$ cat src/rtl/cdq_ram.sv
// ----------------------------------------------------------------------------
// cdq_ram
// Generic single-clock RAM: one write port, one read port, registered read.
// ----------------------------------------------------------------------------
`default_nettype none

module cdq_ram #(
  parameter int WIDTH = 32,
  parameter int DEPTH = 128
) (
  input  wire logic                     clk,
  input  wire logic                     we,
  input  wire logic [$clog2(DEPTH)-1:0] waddr,
  input  wire logic [WIDTH-1:0]         wdata,
  input  wire logic                     re,
  input  wire logic [$clog2(DEPTH)-1:0] raddr,
  output logic      [WIDTH-1:0]         rdata
);

  logic [WIDTH-1:0] mem [DEPTH];

  // write port
  always_ff @(posedge clk) begin
    if (we) begin
      mem[waddr] <= wdata;
    end
  end

  // registered read, holds when not enabled
  always_ff @(posedge clk) begin
    if (re) begin
      rdata <= mem[raddr];
    end
  end

endmodule

`default_nettype wire

$ cat config.mk
export PLATFORM = sky130hd
export DESIGN_NAME = cdq_ram
export DESIGN_NICKNAME = d
export VERILOG_FILES = /design/src/rtl/cdq_ram.sv
export SDC_FILE = /design/constraint.sdc
export NUM_CORES = 2
export LEC_CHECK = 0
export ABC_AREA = 1
export ABC_CLOCK_PERIOD_IN_PS = 5450
export BUFFER_PORTS_ARGS = -buffer_cell sky130_fd_sc_hd__buf_2
export CAP_MARGIN = 20
export CORE_UTILIZATION = 25
export CTS_CLUSTER_DIAMETER = 120
export DETAILED_ROUTE_END_ITERATION = 10
export PLACE_DENSITY = 0.48
export SLEW_MARGIN = 5
export SYNTH_ARGS = -nofsm -noshare
export SYNTH_HDL_FRONTEND = slang
export SYNTH_SLANG_ARGS = --single-unit
$ cat constraint.sdc
create_clock -name clk -period 5.45 [get_ports clk]
set_input_delay 0.2725 -clock clk [delete_from_list [all_inputs] [get_ports clk]]
set_output_delay 0.2725 -clock clk [all_outputs]
set_load 0.1 [all_outputs]
==> flow_results.org <==
** Global routing
- The number of antenna violations at the first check in global routing is 68.
- Global-route wire length before repair :: 794500 um
- Gr busiest metal :: met2
- Met1 track demand over resource in global routing :: 0.2353
- For met3 alone, demand over resource in global routing was 0.02532.
- In the global route stage, met2 resource usage came out at 0.2542.
- The via count of the first global-routing pass is 101500.
- For this run the aggregate overflow at the end of global routing stands at 0.
- Pin count of the biggest net entering global routing :: 168
- Overall Global Routing Usage :: 0.1634

** Power
- For this design the ratio of total power to cell area is 358.8 mW/mm^2.
- Maximum ir drop on the vdd rail :: 0.0002732 V
- Standby leakage power :: 64.20 nW

** Synth
- The netlist uses 14 different library cells.
- When the netlist entered floorplanning its net count stood at 13440.
- For this run, the leading register cell type out of synthesis is edfxtp_1.
- The synthesized design spends more area on one cell type than any other, namely edfxtp_1.
- Mapped cell area :: 0.1650 sq mm
- Synthesis produced a netlist whose cell count is 13390.
- Total of warnings raised by yosys :: 0
- Async set-or-reset flop fraction in the synthesized netlist :: 0
- Main area contributors after synthesis :: edfxtp_1, nand3_1, nand2_1
- Yosys top cell area share :: 0.7515
- For this run, the register share of the synthesized area comes to 0.7515.
- Counting flops with a built-in enable in the synthesized netlist gives 4128.
- Mean instance size in the synthesized netlist :: 12.32 sq um
- In this run, synthesis produced a sequential element count of 4128.
- Most repeated cell in the gate-level netlist after synthesis :: nand2_1
- Sorting the synthesized cells by how often they occur yields nand2_1, edfxtp_1, nand3_1.

** Timing
- Maximum operating frequency :: 0.3218 GHz
- Hold timing on the final database bottoms out at a slack of 0.1278 ns.
- Endpoints failing setup :: 0
- The count of final hold-check violations came to 0.
- Post-route worst setup slack :: 2.343 ns
- Transition at the pin with the smallest max-transition slack :: 1.237 ns
- For the final routed database, the setup TNS stands at 0 ns.
- Worst slew margin relative to its limit :: 0.1751
- Across the routed clock network, the largest skew measured is 0.07517 ns.
- Setup repair after global routing missed its margin :: no
- Dividing the final minimum period by the clock period gives 0.5702.
- Max-slew violations :: 0
- The worst path in the final design needs a cycle of 3.107 ns, including I/O delays and setup.

** Placement
- Port Buf Inserts :: 80
- Number of cells in the design after placement :: 21670
- Detailed placer's ending HPWL :: 323000 um
- The congestion estimate from routability-driven global placement came to 0.8048.
- OpenSTA, run right after detailed placement, puts the worst setup slack at 1.291 ns.

** Setup path
- Slowest stage cell on the critical path :: inv_16
- Arrival time of data at the critical path endpoint :: 3.97 ns
- Counting both buffers and inverters, the worst setup path holds a total of 4.
- In this run the worst path has a maximum fanout of 104.
- In this run the critical register-to-register path is launched from mem[100][0].
- The largest single stage delay on the critical path is 0.69 ns.
- Grouping stages by cell kind, the critical path spends the most delay in simple AND/OR/NAND/NOR gates.
- Tracing the worst setup path back leads to its startpoint at raddr[0].
- The worst setup path is captured at a register.
- The worst setup path is launched from an input pin.
- Cell chain of the critical path :: buf_12 > inv_16 > buf_12 > buf_4 > nand2_1 > nand3_1 > nand3_1 > nand3_1 > nand3_1 > nand3_1 > nand3_1 > nand2_1
- Worst path most repeated cell :: nand3_1
- Data required time at the worst endpoint :: 6.31 ns
- Type of the worst setup path :: in2reg

** Flow run
- Total of max-cap violations :: 0

** Clocking
- Total number of clock tree sinks :: 4128
- Buffer cell driving the clock tree root :: clkbuf_16
- Total clock buffers created by CTS :: 438
- The H-tree was split into 5 levels.
- After clock tree synthesis, the clock-pin slew on the worst setup and hold paths is 0.06 ns.
- No sink is reached through more buffers than the 4 on the longest clock path.
- TritonCTS built the clock tree.
- Post-CTS Setup Inserts :: 0
- The clock reaches the later pin of the worst-skew pair after 1.06 ns.

** Die
- DIE WIDTH :: 814.3 um
- The initialized floorplan defines 298 standard-cell rows.
- In this run the standard cell core region covers 0.6581 sq mm.
- The floorplan step set the die height to 814.3 um.
- Die area :: 0.6631 sq mm
- During I/O placement, the number of pins put on the boundary was 81.
- Effective utilization at floorplan :: 0.2507

** Finish
- The layout has 66670 filler cells.
- Post-layout nets :: 13500
- Ratio of cells with drive above 1 in the final layout :: 0.08654
- The area growth from synthesis to layout is 15.72%.
- The count of cells in the finished layout, fillers not included, comes to 22530.

** Route
- Number of violations reported at the end of detailed-routing iteration 0 :: 12240
- Count of TritonRoute iterations in the first routing pass :: 5
- In the final routed layout, each cell accounts on average for 25.05 um.
- Via density per instance :: 4.775
- The detailed router placed 107600 vias in this run.
- Total wirelength of the detailed-routed design :: 564500 um
- For this run, design rule violations remaining after detail routing come to 0.
- The detail route stage leaves a number of antenna-violating nets equal to 0.

** Hold path
- The min-delay analysis places its worst path in the category in2reg.
- The worst hold path begins at raddr[4].

** Status
- Outcome :: complete, no violations
-- sequential cells by signal (all words and copies together), names as in the netlist --
name / count
mem: 4096
rdata: 32
-- path summary, 6_finish.rpt --
kind / to / slack, ns / cells after the start
min reg2reg: rdata[24] / 0.96 / 8
max: rdata[11] / 2.34 / 12
min: rdata[18] / 0.13 / 5
max reg2reg: rdata[0] / 2.96 / 8
-- worst reg2reg max path, cell delays in order, from the launching register on --
cell	delay, ns
edfxtp_1	0.38
nand2_1	0.08
nand3_1	0.09
nand3_1	0.23
nand3_1	0.24
nand3_1	0.28
nand3_1	0.40
nand3_1	0.45
nand2_1	0.10
-- final cells by class --
type / instances / area (sq um) / area share
repair buffers: 529 / 5077 / 0.02660
multi-input cells: 8328 / 37300 / 0.1954
inverters: 24 / 142.6 / 0.0007472
clock inverters: 231 / 1961 / 0.01027
clock buffers: 557 / 11470 / 0.06009
diodes: 34 / 85.08 / 0.0004457
flip-flops and latches: 4128 / 124000 / 0.6494
well taps: 8700 / 10890 / 0.05703
-- layer usage --
layer	up-vias	routed length, um
met1	54580	249600
li1	48190	-
met4	8	17590
met3	707	42210
met2	4101	255000
met5	-	55
-- what timing repair did --
item	CTS	global route
gates resized for setup	0	0
endpoints found under the hold margin	1708	0
hold buffers	34	0
-- through the flow --
stage / instance area [sq um] / utilization / total power, mW
finish: 190900 / 0.2901 / 68.49
global route: 190800 / 0.2899 / 70.36
CTS: 190700 / 0.2897 / 68.91
detailed placement: 176900 / 0.2688 / 40.47
global placement: 176900 / 0.2687 / 40.45
floorplan: 165000 / - / 38.06
-- cell families (layout without fill, tap and decap cells) --
| group | Yosys count | count (layout) | synth area share |
|---|---|---|---|
| buf+inv | 933 | 1341 | 0.02835 |
| flops | 4128 | 4128 | 0.7515 |
| other cells | 0 | 34 | 0 |
| simple gates | 8328 | 8328 | 0.2202 |
-- where the power goes --
part           leakage, nW  internal, mW  switching [mW]  total, mW
logic                 20.5         0.966            3.64       4.60
registers             37.1          35.1           0.124       35.2
clock network         6.52          15.9            12.7       28.7
-- cell usage in the layout (no fill, tap or decap), types with 3 or more instances in the layout --
master / Yosys / layout
buf_12: 0 / 74
buf_16: 0 / 4
buf_2: 602 / 42
buf_4: 86 / 346
buf_6: 11 / 26
buf_8: 1 / 3
bufinv_16: 0 / 23
clkbuf_1: 109 / 116
clkbuf_16: 0 / 441
clkinv_1: 0 / 118
clkinv_16: 0 / 8
clkinv_2: 0 / 58
clkinv_8: 0 / 5
clkinvlp_4: 0 / 6
diode_2: 0 / 34
dlygate4sd3_1: 0 / 34
edfxtp_1: 4128 / 4128
inv_1: 20 / 17
inv_16: 0 / 7
inv_6: 0 / 7
nand2_1: 4151 / 4143
nand2_2: 0 / 8
nand3_1: 4035 / 4035
nor2_1: 134 / 4
nor2_4: 0 / 128
nor3_1: 8 / 8
(Power assumes the default switching activity.)
